[src/coalescing_type_queue_macros.svh]
// Assertion macros shared by the coalescing type queue RTL.
// Depends on nothing; included by the files that carry assertions.
`ifndef COALESCING_TYPE_QUEUE_MACROS_SVH
`define COALESCING_TYPE_QUEUE_MACROS_SVH

`ifndef SYNTH
// Same-cycle implication under reset.
`define CTQ_ASSERT_IMP(lbl, clk, rst_n, ante, cons) \
    lbl: assert property (@(posedge clk) disable iff (!rst_n) (ante) |-> (cons)) \
        else $error("coalescing queue assertion failed");
// Next-cycle implication under reset.
`define CTQ_ASSERT_NXT(lbl, clk, rst_n, ante, cons) \
    lbl: assert property (@(posedge clk) disable iff (!rst_n) (ante) |=> (cons)) \
        else $error("coalescing queue assertion failed");
`else
`define CTQ_ASSERT_IMP(lbl, clk, rst_n, ante, cons)
`define CTQ_ASSERT_NXT(lbl, clk, rst_n, ante, cons)
`endif

`endif

[src/ctq_pkg.sv]
// Types and constants for the coalescing type queue.
// No dependencies; used by the interfaces, the cell and the top level.
package ctq_pkg;

    localparam int TYPE_W           = 4;
    localparam int PAYLOAD_W        = 32;
    localparam int OCC_W            = 5;
    localparam int NUM_TYPES_DEF    = 16;
    localparam int PAYLOAD_BITS_DEF = 32;

    typedef enum logic {
        OP_ENQ = 1'b0,
        OP_DEQ = 1'b1
    } ctq_op_t;

    typedef enum logic [1:0] {
        ST_ENQ     = 2'd0,
        ST_REPLACE = 2'd1,
        ST_DEQ     = 2'd2,
        ST_EMPTY   = 2'd3
    } ctq_status_t;

    typedef struct packed {
        ctq_op_t               op;
        logic [TYPE_W-1:0]     msg_type;
        logic [PAYLOAD_W-1:0]  payload;
    } ctq_req_t;

    typedef struct packed {
        ctq_status_t           status;
        logic [TYPE_W-1:0]     out_type;
        logic [PAYLOAD_W-1:0]  out_payload;
        logic [OCC_W-1:0]      occupancy;
    } ctq_rsp_t;

    // Per-cell command from the queue control
    typedef struct packed {
        logic en;        // transaction accepted this cycle
        logic enq;       // operation is an enqueue
        logic occupied;  // cell holds a queued entry
        logic load_new;  // cell is the new tail
    } ctq_cell_cmd_t;

endpackage

[src/ctq_intf.sv]
// Valid/ready channel interfaces for the coalescing type queue.
// Depends on ctq_pkg for the payload structs.
interface ctq_req_if;
    import ctq_pkg::*;

    logic     valid;
    logic     ready;
    ctq_req_t data;

    modport source (output valid, output data, input ready);
    modport sink   (input valid, input data, output ready);
endinterface

interface ctq_rsp_if;
    import ctq_pkg::*;

    logic     valid;
    logic     ready;
    ctq_rsp_t data;

    modport source (output valid, output data, input ready);
    modport sink   (input valid, input data, output ready);
endinterface

[src/coalescing_type_queue.sv]
// Coalescing type queue: an accepted transaction's result is in the output register
// in the next cycle; one transaction per cycle is sustained while the output is not
// stalled, with the match and shift across the cell chain done combinationally.
// The next transaction is accepted while a result waits, if the result is taken.
// Reset clears the fill count and the output valid; slot contents are not
// cleared and are never read before they are written.
module coalescing_type_queue #(
    parameter int NUM_TYPES    = ctq_pkg::NUM_TYPES_DEF,
    parameter int PAYLOAD_BITS = ctq_pkg::PAYLOAD_BITS_DEF
) (
    input  logic        clk,
    input  logic        rst_n,
    ctq_req_if.sink     req,
    ctq_rsp_if.source   rsp
);
    import ctq_pkg::*;

    `include "coalescing_type_queue_macros.svh"

    localparam int CNT_W = $clog2(NUM_TYPES + 1);

    logic [CNT_W-1:0]        cnt_reg;
    logic [CNT_W-1:0]        cnt_next;
    logic [CNT_W-1:0]        cnt_after;
    logic                    rsp_valid_reg;
    ctq_rsp_t                rsp_reg;
    ctq_rsp_t                rsp_next;

    logic                    accept;
    logic                    is_enq;
    logic                    empty;
    logic                    full;
    logic                    any_hit;
    logic                    drop_head;
    logic                    removed;
    logic [63:0]             in_pay64;
    logic [63:0]             head_pay64;
    logic [PAYLOAD_BITS-1:0] key_payload;

    logic [NUM_TYPES-1:0]    hits;
    logic [NUM_TYPES:0]      shift;
    logic [TYPE_W-1:0]       cell_type [NUM_TYPES+1];
    logic [PAYLOAD_BITS-1:0] cell_pay  [NUM_TYPES+1];
    ctq_cell_cmd_t           cmd       [NUM_TYPES];

    assign req.ready = !rsp_valid_reg || rsp.ready;
    assign accept    = req.valid && req.ready;
    assign is_enq    = (req.data.op == OP_ENQ);
    assign empty     = (cnt_reg == '0);
    assign full      = (cnt_reg == CNT_W'(NUM_TYPES));
    assign any_hit   = |hits;

    // head leaves on a dequeue, or on an enqueue of a new type into a full queue
    assign drop_head = is_enq ? (!any_hit && full) : !empty;
    assign removed   = drop_head || (is_enq && any_hit);
    assign cnt_after = cnt_reg - CNT_W'(removed);
    assign cnt_next  = cnt_after + CNT_W'(is_enq);

    assign in_pay64    = {32'b0, req.data.payload};
    assign key_payload = in_pay64[PAYLOAD_BITS-1:0];

    assign shift[0]             = drop_head;
    assign cell_type[NUM_TYPES] = '0;
    assign cell_pay[NUM_TYPES]  = '0;

    for (genvar k = 0; k < NUM_TYPES; k++)
    begin : g_cell
        assign cmd[k].en       = accept;
        assign cmd[k].enq      = is_enq;
        assign cmd[k].occupied = (CNT_W'(k) < cnt_reg);
        assign cmd[k].load_new = is_enq && (cnt_after == CNT_W'(k));

        ctq_cell #(
            .PAYLOAD_BITS (PAYLOAD_BITS)
        ) u_cell (
            .clk         (clk),
            .cmd         (cmd[k]),
            .key_type    (req.data.msg_type),
            .key_payload (key_payload),
            .shift_in    (shift[k]),
            .nb_type     (cell_type[k+1]),
            .nb_payload  (cell_pay[k+1]),
            .hit         (hits[k]),
            .shift_out   (shift[k+1]),
            .cur_type    (cell_type[k]),
            .cur_payload (cell_pay[k])
        );
    end

    assign head_pay64 = 64'(cell_pay[0]);

    always_comb
    begin
        rsp_next             = '0;
        rsp_next.occupancy   = OCC_W'(cnt_next);
        if (is_enq)
        begin
            rsp_next.status = any_hit ? ST_REPLACE : ST_ENQ;
        end
        else if (empty)
        begin
            rsp_next.status = ST_EMPTY;
        end
        else
        begin
            rsp_next.status      = ST_DEQ;
            rsp_next.out_type    = cell_type[0];
            rsp_next.out_payload = head_pay64[PAYLOAD_W-1:0];
        end
    end

    always_ff @(posedge clk or negedge rst_n)
    begin
        if (!rst_n)
        begin
            cnt_reg       <= '0;
            rsp_valid_reg <= 1'b0;
        end
        else
        begin
            if (accept)
            begin
                cnt_reg       <= cnt_next;
                rsp_valid_reg <= 1'b1;
            end
            else if (rsp.ready)
            begin
                rsp_valid_reg <= 1'b0;
            end
        end
    end

    always_ff @(posedge clk)
    begin
        if (accept)
        begin
            rsp_reg <= rsp_next;
        end
    end

    assign rsp.valid = rsp_valid_reg;
    assign rsp.data  = rsp_reg;

    `CTQ_ASSERT_IMP(a_cnt_bound, clk, rst_n, 1'b1, cnt_reg <= CNT_W'(NUM_TYPES))
    `CTQ_ASSERT_IMP(a_single_hit, clk, rst_n, 1'b1, $onehot0(hits))
    `CTQ_ASSERT_NXT(a_rsp_follows, clk, rst_n, accept, rsp_valid_reg)
    `CTQ_ASSERT_NXT(a_enq_nonempty, clk, rst_n, accept && is_enq, cnt_reg != '0)
    `CTQ_ASSERT_NXT(a_deq_empty_keeps, clk, rst_n, accept && !is_enq && empty,
                    cnt_reg == '0)

endmodule

[src/ctq_cell.sv]
// One queue slot: holds a type and payload, matches the incoming type and
// shifts toward the head when an entry at or before it is removed. Uses ctq_pkg.
module ctq_cell #(
    parameter int PAYLOAD_BITS = ctq_pkg::PAYLOAD_BITS_DEF
) (
    input  logic                          clk,
    input  ctq_pkg::ctq_cell_cmd_t        cmd,
    input  logic [ctq_pkg::TYPE_W-1:0]    key_type,
    input  logic [PAYLOAD_BITS-1:0]       key_payload,
    input  logic                          shift_in,
    input  logic [ctq_pkg::TYPE_W-1:0]    nb_type,
    input  logic [PAYLOAD_BITS-1:0]       nb_payload,
    output logic                          hit,
    output logic                          shift_out,
    output logic [ctq_pkg::TYPE_W-1:0]    cur_type,
    output logic [PAYLOAD_BITS-1:0]       cur_payload
);
    import ctq_pkg::*;

    logic [TYPE_W-1:0]       type_reg;
    logic [PAYLOAD_BITS-1:0] payload_reg;

    assign hit       = cmd.enq && cmd.occupied && (type_reg == key_type);
    // removal point at this cell or earlier in the chain
    assign shift_out = shift_in | hit;

    always_ff @(posedge clk)
    begin
        if (cmd.en)
        begin
            if (cmd.load_new)
            begin
                type_reg    <= key_type;
                payload_reg <= key_payload;
            end
            else if (shift_out)
            begin
                type_reg    <= nb_type;
                payload_reg <= nb_payload;
            end
        end
    end

    assign cur_type    = type_reg;
    assign cur_payload = payload_reg;

endmodule
[src/flat_wrapper.sv]
// flat-port wrapper written by rule: the top's interface ports become plain ports
module coalescing_type_queue_flat import ctq_pkg::*;
#(
    parameter int NUM_TYPES    = ctq_pkg::NUM_TYPES_DEF,
    parameter int PAYLOAD_BITS = ctq_pkg::PAYLOAD_BITS_DEF
)
  (clk, rst_n, req_valid, req_data, req_ready, rsp_valid, rsp_data, rsp_ready);
  ctq_req_if req_i ();
  ctq_rsp_if rsp_i ();
  input  logic clk;
  input  logic rst_n;
  input wire logic [$bits(req_i.valid)-1:0] req_valid;
  input wire logic [$bits(req_i.data)-1:0] req_data;
  output wire logic [$bits(req_i.ready)-1:0] req_ready;
  output wire logic [$bits(rsp_i.valid)-1:0] rsp_valid;
  output wire logic [$bits(rsp_i.data)-1:0] rsp_data;
  input wire logic [$bits(rsp_i.ready)-1:0] rsp_ready;
  assign req_i.valid = req_valid;
  assign req_i.data = req_data;
  assign req_ready = req_i.ready;
  assign rsp_valid = rsp_i.valid;
  assign rsp_data = rsp_i.data;
  assign rsp_i.ready = rsp_ready;
  coalescing_type_queue #(.NUM_TYPES(NUM_TYPES), .PAYLOAD_BITS(PAYLOAD_BITS)) u_core (.clk(clk), .rst_n(rst_n), .req(req_i), .rsp(rsp_i));
endmodule
[config.mk]
export PLATFORM = sky130hd
export DESIGN_NAME = coalescing_type_queue_flat
export DESIGN_NICKNAME = d
export VERILOG_FILES = /design/src/ctq_pkg.sv /design/src/ctq_intf.sv /design/src/coalescing_type_queue.sv /design/src/ctq_cell.sv /design/src/flat_wrapper.sv
export VERILOG_INCLUDE_DIRS = /design/src /design/src/src
export SDC_FILE = /design/constraint.sdc
export NUM_CORES = 1
export LEC_CHECK = 0
export BUFFER_PORTS_ARGS = -buffer_cell sky130_fd_sc_hd__clkbuf_2
export CORE_MARGIN = 2
export CORE_UTILIZATION = 65
export CTS_BUF_LIST = sky130_fd_sc_hd__clkbuf_2 sky130_fd_sc_hd__clkbuf_4 sky130_fd_sc_hd__clkbuf_8
export CTS_CLUSTER_SIZE = 30
export DETAILED_ROUTE_END_ITERATION = 10
export PLACE_DENSITY = 0.95
export RECOVER_POWER = 25
export SETUP_SLACK_MARGIN = 0.1
export SLEW_MARGIN = 10
export SYNTH_ARGS = -nofsm -noshare
export SYNTH_HDL_FRONTEND = slang
export SYNTH_HIERARCHICAL = 1
export SYNTH_SLANG_ARGS = --single-unit
[constraint.sdc]
create_clock -name clk -period 7.4 [get_ports clk]
set_input_delay 1.11 -clock clk [delete_from_list [all_inputs] [get_ports clk]]
set_output_delay 1.11 -clock clk [all_outputs]
set_load 0.01 [all_outputs]
* Word level (Yosys, flattened, before mapping)
Cells that the tools add are included.
** Operators by class
- Reduce and logical (&&, ||, !) cells :: 93
- Add/sub/neg operators :: 2
- Eq/ne operators :: 32
- Order comparisons :: 16
- Bitwise gates (word level) :: 17
- Muxes and demuxes :: 70
** Operators with widths (number)
- $mux 32 :: 32
- $mux 4 :: 32
- $eq 4x4->1 :: 16
- $logic_and 1x1->1 :: 51
- $eq 5x4->1 const B :: 8
- $lt 4x5->1 const A :: 8
- $reduce_bool 2->1 :: 17
- $reduce_and 2->1 :: 16
- $eq 5x3->1 const B :: 4
- $lt 3x5->1 const A :: 4
- $or 1x1->1 :: 16
- $reduce_or 16->1 :: 1
- $eq 5x2->1 const B :: 2
- $logic_not 5->1 :: 2
- $lt 1x5->1 const A :: 2
- $lt 2x5->1 const A :: 2
- $add 5x1->5 :: 1
- $eq 5x1->1 const B :: 1
- $eq 5x5->1 const B :: 1
- $mux 1 :: 5
- $sub 5x1->5 :: 1
- $logic_not 1->1 :: 3
- $logic_or 1x1->1 :: 2
- $mux 2 :: 1
- 2 further kinds :: 2
** Word-level totals
- Bits in registers :: 625
- Logic and storage cells :: 268
- Input bits :: 41

* Longest topological paths before layout
Gate-level depths: netlist of run 1.
- Depth in word-level cells :: 25
- Mapped depth :: 28

* Hierarchy
The synthesis of run 1 kept the hierarchy.
** By module, submodules not included
- ctq_cell :: times used 16, sequential area each 1081.0 um2, cells each 87, area each 1739.2 um2
- coalescing_type_queue :: times used 1, sequential area each 1441.4 um2, cells each 217, area each 2498.6 um2

* Worst setup path after synthesis of run 1
Ideal clock, no wire load.
- Path type :: in2reg
- Start point :: input port req_data[36]
- End point :: register u_core.g_cell[15].u_cell.payload_reg[0] (enable)
- Stages on the path :: 25
- Buffers on the path :: 1
- Slack :: 652 ps
- Arrival :: 6042 ps
- Cell sequence :: clkbuf_1 inv_1 nand3_1 nor2_1 nor4_1 nand4_1 nand2b_1 a21boi_1 o21bai_1 o21bai_1 o21bai_1 o21bai_1 o21bai_1 o21bai_1 o21bai_1 o21bai_1 o21bai_1 o21bai_1 o21bai_1 o21bai_1 o21bai_1 o21bai_1 o21bai_1 o21ai_0 o21ai_0
** RTL lines
- start, declared :: RTL line flat_wrapper.sv:13 : input wire logic [$bits(req_i.data)-1:0] req_data;
- end signal, assigned :: RTL line ctq_cell.sv:34 : payload_reg <= key_payload;
- end signal, assigned :: RTL line ctq_cell.sv:39 : payload_reg <= nb_payload;
- end, declared :: RTL line ctq_cell.sv:21 : logic [PAYLOAD_BITS-1:0] payload_reg;

==> impl_metrics.ini, run 1 <==
[run_status]
status = complete, but fails checks
violations = max-capacitance violations, max-slew violations

[yosys]
syn_area_sq_mm = 0.0303
syn_avg_cell_area_sq_um = 18.9
syn_inst = 1608
yosysWarnings = 6

[sta]
worst-slew-pin-transition_ns = 2.12
hold_viol_final = 0
drv_slew = 116
rsz0062_at_grt = false
setup_viol = 0
fmaxAchievable_mhz = 149
fin_skew_ns = 0.0147
finalCriticalPeriod_ns = 6.71
slew_headroom_pct = -41.3
min_period_over_period_pct = 90.7
setup_tns_ns = 0

[worst_setup_path]
crit_path_start_kind = register
crit_chain = nor3_2, nand2_2, nand3_1, nor2_1, nor4_1, nand4_1, nor2_1, o21ai_0, ha_1, ha_1, nor3b_1, xnor2_4, nand4_1, nor2_4, o21ai_0, o21ai_4
crit_path_end_kind = register
worstPathRequired_ns = 7.69
max_stage_delay_ns = 0.91
critPathKind = register to register
cp_max_fo = 40
arrival_ns = 7.00
critPathSlowestCell = dfrtp_1

[power_and_ir_drop]
p_sw_uw = 3100
combPwrFrac_pct = 26.5
p_seq_share_pct = 48.3
clock_power_share_pct = 25.2
swShare_pct = 28.1
leakagePower_uw = 0.0114
p_int_uw = 7910
max-vdd-ir-drop_v = 0.000215
power_density_mw_per_mm2 = 340

[clock_tree]
cts.sinks = 625
clk_pin_slew_ns = 0.06
cts_buffers = 98
cts-resized-gates = 0
htreeDepth = 3
cts_tree = yes
post-cts-setup-buffers = 0
clk_latency_ns = 0.68
ctsHoldBuffers = 0
clockRootBuffer = clkbuf_8
clock_path_buffers = 3

[route]
vias = 14600
antenna_left = 0
drt_pass1_iterations = 7
drt_iter0_markers = 1134
routed_wl_mm = 55.6
routed_via_density = 5.95
drc = 0
routedWlPerCell_um = 22.6

[global_routing]
grt_pass1_vias = 15500
grt_pass1_wl_mm = 86.6
grt_util_all_layers_pct = 23.3
grt_overflow = 0
antenna_found_initial = 0
grt_max_degree = 42

[layout]
syn2layout_area_growth_pct = 6.91
most-common-layout-cells = edfxtp_1 (619), mux2_4 (392), mux2_2 (112)
largest_reg_flops = 512
finalNonFillerCells = 2458
drive_gt1_share_pct = 40.3
mostFrequentLayoutCell = edfxtp_1
diodes = 0
nNetsFinal = 1816

[floorplanning]
die_area_sq_mm = 0.0484
fp.dieH_um = 220
ios = 86
core_sq_mm = 0.0463
num_rows = 79
die_w_um = 220
start_util_pct = 65.5

[placed_design]
dp.final_hpwl_mm = 36.4
gp_congestion = 0.861
io_buffer_count = 85
dp_cells = 2277

[hold_path]
hold_class = input pin to asynchronous set/reset pin

[run]
drv_cap = 3
[critical path: cells and delay by family, from the launching register on]
family          cells  cell delay [ns]
simple gates       10             3.30
compound gates      3             1.09
flops               1             0.91
fa+ha+maj           2             0.79
xor+xnor            1             0.19
[per-stage QoR]
step | hold slack, ns | instance area, sq um | power (uW) | util (%) | setup slack (ns)
after global routing | 0.322 | 32400 | 11500 | 70.1 | 0.332
after CTS | 0.216 | 32800 | 11200 | 70.9 | 1.10
final | 0.317 | 32400 | 11000 | 70.1 | 0.686
after floorplan | 0.525 | 30400 | 7880 | - | 0.666
after detailed placement | 0.533 | 30900 | 8410 | 66.8 | 0.709
after global placement | 0.527 | 30900 | 8160 | 66.8 | 0.815
[metal layers]
metal / share of wire [%] / track usage (%)
met1: 40 / 28.8
met2: 52 / 41.5
met3: 5.5 / 4.13
met4: 1.7 / 7.43
met5: 0 / 0
[power groups by stage]
stage                     Sequential (uW)  Clock [uW]  Combinational, uW
after global placement               5320           0               2840
after global routing                 5380        2990               3110
after floorplan                      5300           0               2580
after CTS                            5330        2840               3050
after detailed placement             5390           0               3010
final                                5320        2770               2920
[worst paths after layout]
check / start / endpoint / slack (ns) / depth (start not counted)
worst min register to register: u_core/g_cell[7].u_cell/cur_payload[25]$_DFFE_PP_ / u_core/g_cell[6].u_cell/cur_payload[25]$_DFFE_PP_ / 0.53 / 1
worst max-delay path: u_core/cnt_reg[2]$_DFFE_PN0P_ / u_core/g_cell[2].u_cell/cur_payload[20]$_DFFE_PP_ / 0.69 / 16
worst max register to register: u_core/cnt_reg[2]$_DFFE_PN0P_ / u_core/g_cell[2].u_cell/cur_payload[20]$_DFFE_PP_ / 0.69 / 16
min in group clk: u_core/g_cell[7].u_cell/cur_payload[25]$_DFFE_PP_ / u_core/g_cell[6].u_cell/cur_payload[25]$_DFFE_PP_ / 0.53 / 1
max in group asynchronous: rst_n / u_core/cnt_reg[4]$_DFFE_PN0P_ / 6.82 / 1
worst min-delay path: rst_n / u_core/rsp.valid$_DFFE_PN0P_ / 0.32 / 1
[layout make-up]
type / count / area [sq um]
Fill cell: 2813 / 13800
Sequential cell: 625 / 18700
Inverter: 9 / 33.8
Tap cell: 607 / 759
Multi-Input combinational cell: 929 / 10400
Clock inverter: 55 / 279
Timing Repair Buffer: 108 / 602
Clock buffer: 125 / 1600
Note: power is estimated with default switching activity, not from simulation.
==> run 2, diff against run 1 <==
CORE_UTILIZATION = 59   (was 65)
PLACE_DENSITY = 0.91   (was 0.95)
clock period = 5.64 ns   (was 7.4 ns; I/O delays follow)
==> run 2 against run 1 <==
Net effect:
- the run still ends with max-capacitance violations, max-slew violations left
- fmax increased by 25%
- final cell count increased by 5.9%
- worst hold slack improved by 0.13 ns
- register-to-register slack got worse by 0.41 ns
- routed wire length decreased by 3.2%
- critical endpoint is now u_core/g_cell[0].u_cell/cur_payload[0]$_DFFE_PP_
- largest power group unchanged
- highest routed layer unchanged
==> impl_metrics.ini, run 2 (synthesis results as in run 1) <==
[run_status]
status = complete, but fails checks
violations = max-capacitance violations, max-slew violations

[layout]
fillCellCount = 3424
multi_input_comb_area_sq_mm = 0.0104
diodes = 0
syn2layout_area_growth_pct = 10.1
regArea_sq_mm = 0.0187
drive_gt1_share_pct = 41.3
largest_reg_flops = 512
mostFrequentLayoutCell = edfxtp_1
nNetsFinal = 1895
most-common-layout-cells = edfxtp_1 (619), mux2_4 (343), mux2_1 (122)

[clock_tree]
cts_buffers = 98
htreeDepth = 3
cts_tree = yes
clockRootBuffer = clkbuf_8
clock_path_buffers = 3
clk_latency_ns = 0.69
clk_pin_slew_ns = 0.06
cts.sinks = 625

[sta]
finalCriticalPeriod_ns = 5.36
worst-slew-pin-transition_ns = 2.50
setup_viol = 0
slew_headroom_pct = -67.0
rsz0062_at_grt = false
drv_slew = 51
fmaxAchievable_mhz = 187
min_period_over_period_pct = 95.1
hold_viol_final = 0
fin_skew_ns = 0.0375
fin_ws_ns = 0.279

[route]
vias = 14500
routedWlPerCell_um = 20.7
routed_wl_mm = 53.8
drt_iter0_markers = 1121
drc = 0
routed_via_density = 5.58
drt_pass1_iterations = 5
antenna_left = 0

[floorplanning]
start_util_pct = 59.3
ios = 86
die_w_um = 231
die_area_sq_mm = 0.0532
fp.dieH_um = 231
num_rows = 83
core_sq_mm = 0.0511

[power_and_ir_drop]
p_total_uw = 14600
max-vdd-ir-drop_v = 0.000212
clock_power_share_pct = 24.5
p_seq_share_pct = 47.0
leakagePower_uw = 0.0117
p_int_uw = 10500
combPwrFrac_pct = 28.5
swShare_pct = 28.0
p_sw_uw = 4090
power_density_mw_per_mm2 = 438

[placed_design]
io_buffer_count = 85
pre_cts_slack_ns = -0.121
dp.final_hpwl_mm = 36.8
gp_congestion = 0.837

[worst_setup_path]
worstPathRequired_ns = 6.06
crit_path_end_kind = register
crit_path_start_kind = register
critical-path-top-delay-family = buffers and inverters
critPathSlowestCell = buf_4
arrival_ns = 5.78
critPathKind = register to register
cp_max_fo = 32
crit_chain = buf_12, a31o_2, o21a_1, nand3_1, nor2_2, nor4_2, clkbuf_1, nand4_1, clkbuf_4, clkbuf_4, nor2_1, o21ai_0, ha_1, ha_1, buf_4, or2_1, o21ai_1, o21ai_0, nor2_4, buf_4, mux2_2
worst-path-buf-inv = 6
max_stage_delay_ns = 0.51

[run]
drv_cap = 1

[global_routing]
grt_max_degree = 51
grt_pass1_wl_mm = 84.3
antenna_found_initial = 0
grt_pass1_vias = 15400
grt_overflow = 0
grt_util_all_layers_pct = 20.2

[hold_path]
hold_class = input pin to register
run 2: cell count changes in the layout (fill, tap and decap cells not counted), sizes merged:
cell,delta
dlygate4sd3,+1
clkinv,-9
buf,+63
clkbuf,+16
inv,-2
clkinvlp,+2
run 2: area by class of cell:
class / instances / share of cell area, %
Clock buffer: 126 / 4.71
Sequential cell: 625 / 56.2
Multi-Input combinational cell: 929 / 31.1
Tap cell: 680 / 2.55
Timing Repair Buffer: 187 / 4.66
Clock inverter: 46 / 0.746
Inverter: 9 / 0.101
run 2: timing repair:
item / in CTS / in global routing
endpoints found under the hold margin: 6 / 0
hold buffers: 1 / 0
endpoints found under the setup margin: 0 / 141
gates resized for setup: 0 / 26
setup buffers: 0 / 4
run 2: final timing paths:
check / start / endpoint / slack (ns) / depth (start not counted)
hold / removal: req_valid / u_core/rsp.valid$_DFFE_PN0P_ / 0.45 / 2
setup reg to reg: u_core/cnt_reg[1]$_DFFE_PN0P_ / u_core/g_cell[0].u_cell/cur_payload[0]$_DFFE_PP_ / 0.28 / 21
min in group asynchronous: rst_n / u_core/rsp.valid$_DFFE_PN0P_ / 0.57 / 2
max in group asynchronous: rst_n / u_core/cnt_reg[3]$_DFFE_PN0P_ / 4.82 / 2
setup / recovery: u_core/cnt_reg[1]$_DFFE_PN0P_ / u_core/g_cell[0].u_cell/cur_payload[0]$_DFFE_PP_ / 0.28 / 21
hold reg to reg: u_core/g_cell[4].u_cell/cur_payload[14]$_DFFE_PP_ / u_core/g_cell[3].u_cell/cur_payload[14]$_DFFE_PP_ / 0.52 / 1
run 2: power by group through the flow:
| stage | clock, uW | sequential (uW) | combinational [uW] |
|---|---|---|---|
| detailed placement | 0 | 7000 | 4310 |
| global route | 3870 | 6950 | 4450 |
| finish | 3580 | 6880 | 4160 |
| CTS | 3670 | 6910 | 4340 |
| floorplan | 0 | 6890 | 3400 |
| global placement | 0 | 6910 | 4120 |
run 2: worst reg2reg max path, delay by kind of cell (launching register included):
family,cells,cell delay [ns]
compound gates,5,1.06
fa+ha+maj,2,0.52
buf+inv,6,1.38
flops,1,0.46
mux,1,0.43
simple gates,7,1.26
run 2: metrics by stage:
step / TNS, ns / utilization (%) / hold slack, ns / instances / area [sq um]
floorplan: 0 / - / 0.525 / 1643 / 30500
global placement: 0 / 62.5 / 0.528 / 2422 / 32000
detailed placement: -4.29 / 62.5 / 0.533 / 2422 / 32000
CTS: 0 / 66.1 / 0.402 / 2595 / 33800
global route: 0 / 65.3 / 0.451 / 2602 / 33400
finish: 0 / 65.3 / 0.448 / 2602 / 33400
run 2: metal layers:
metal	GRT usage, %	share of wire (%)
met2	34.8	50
met1	26.1	43
met3	3.85	4.7
met4	5.85	1.8
met5	0	0
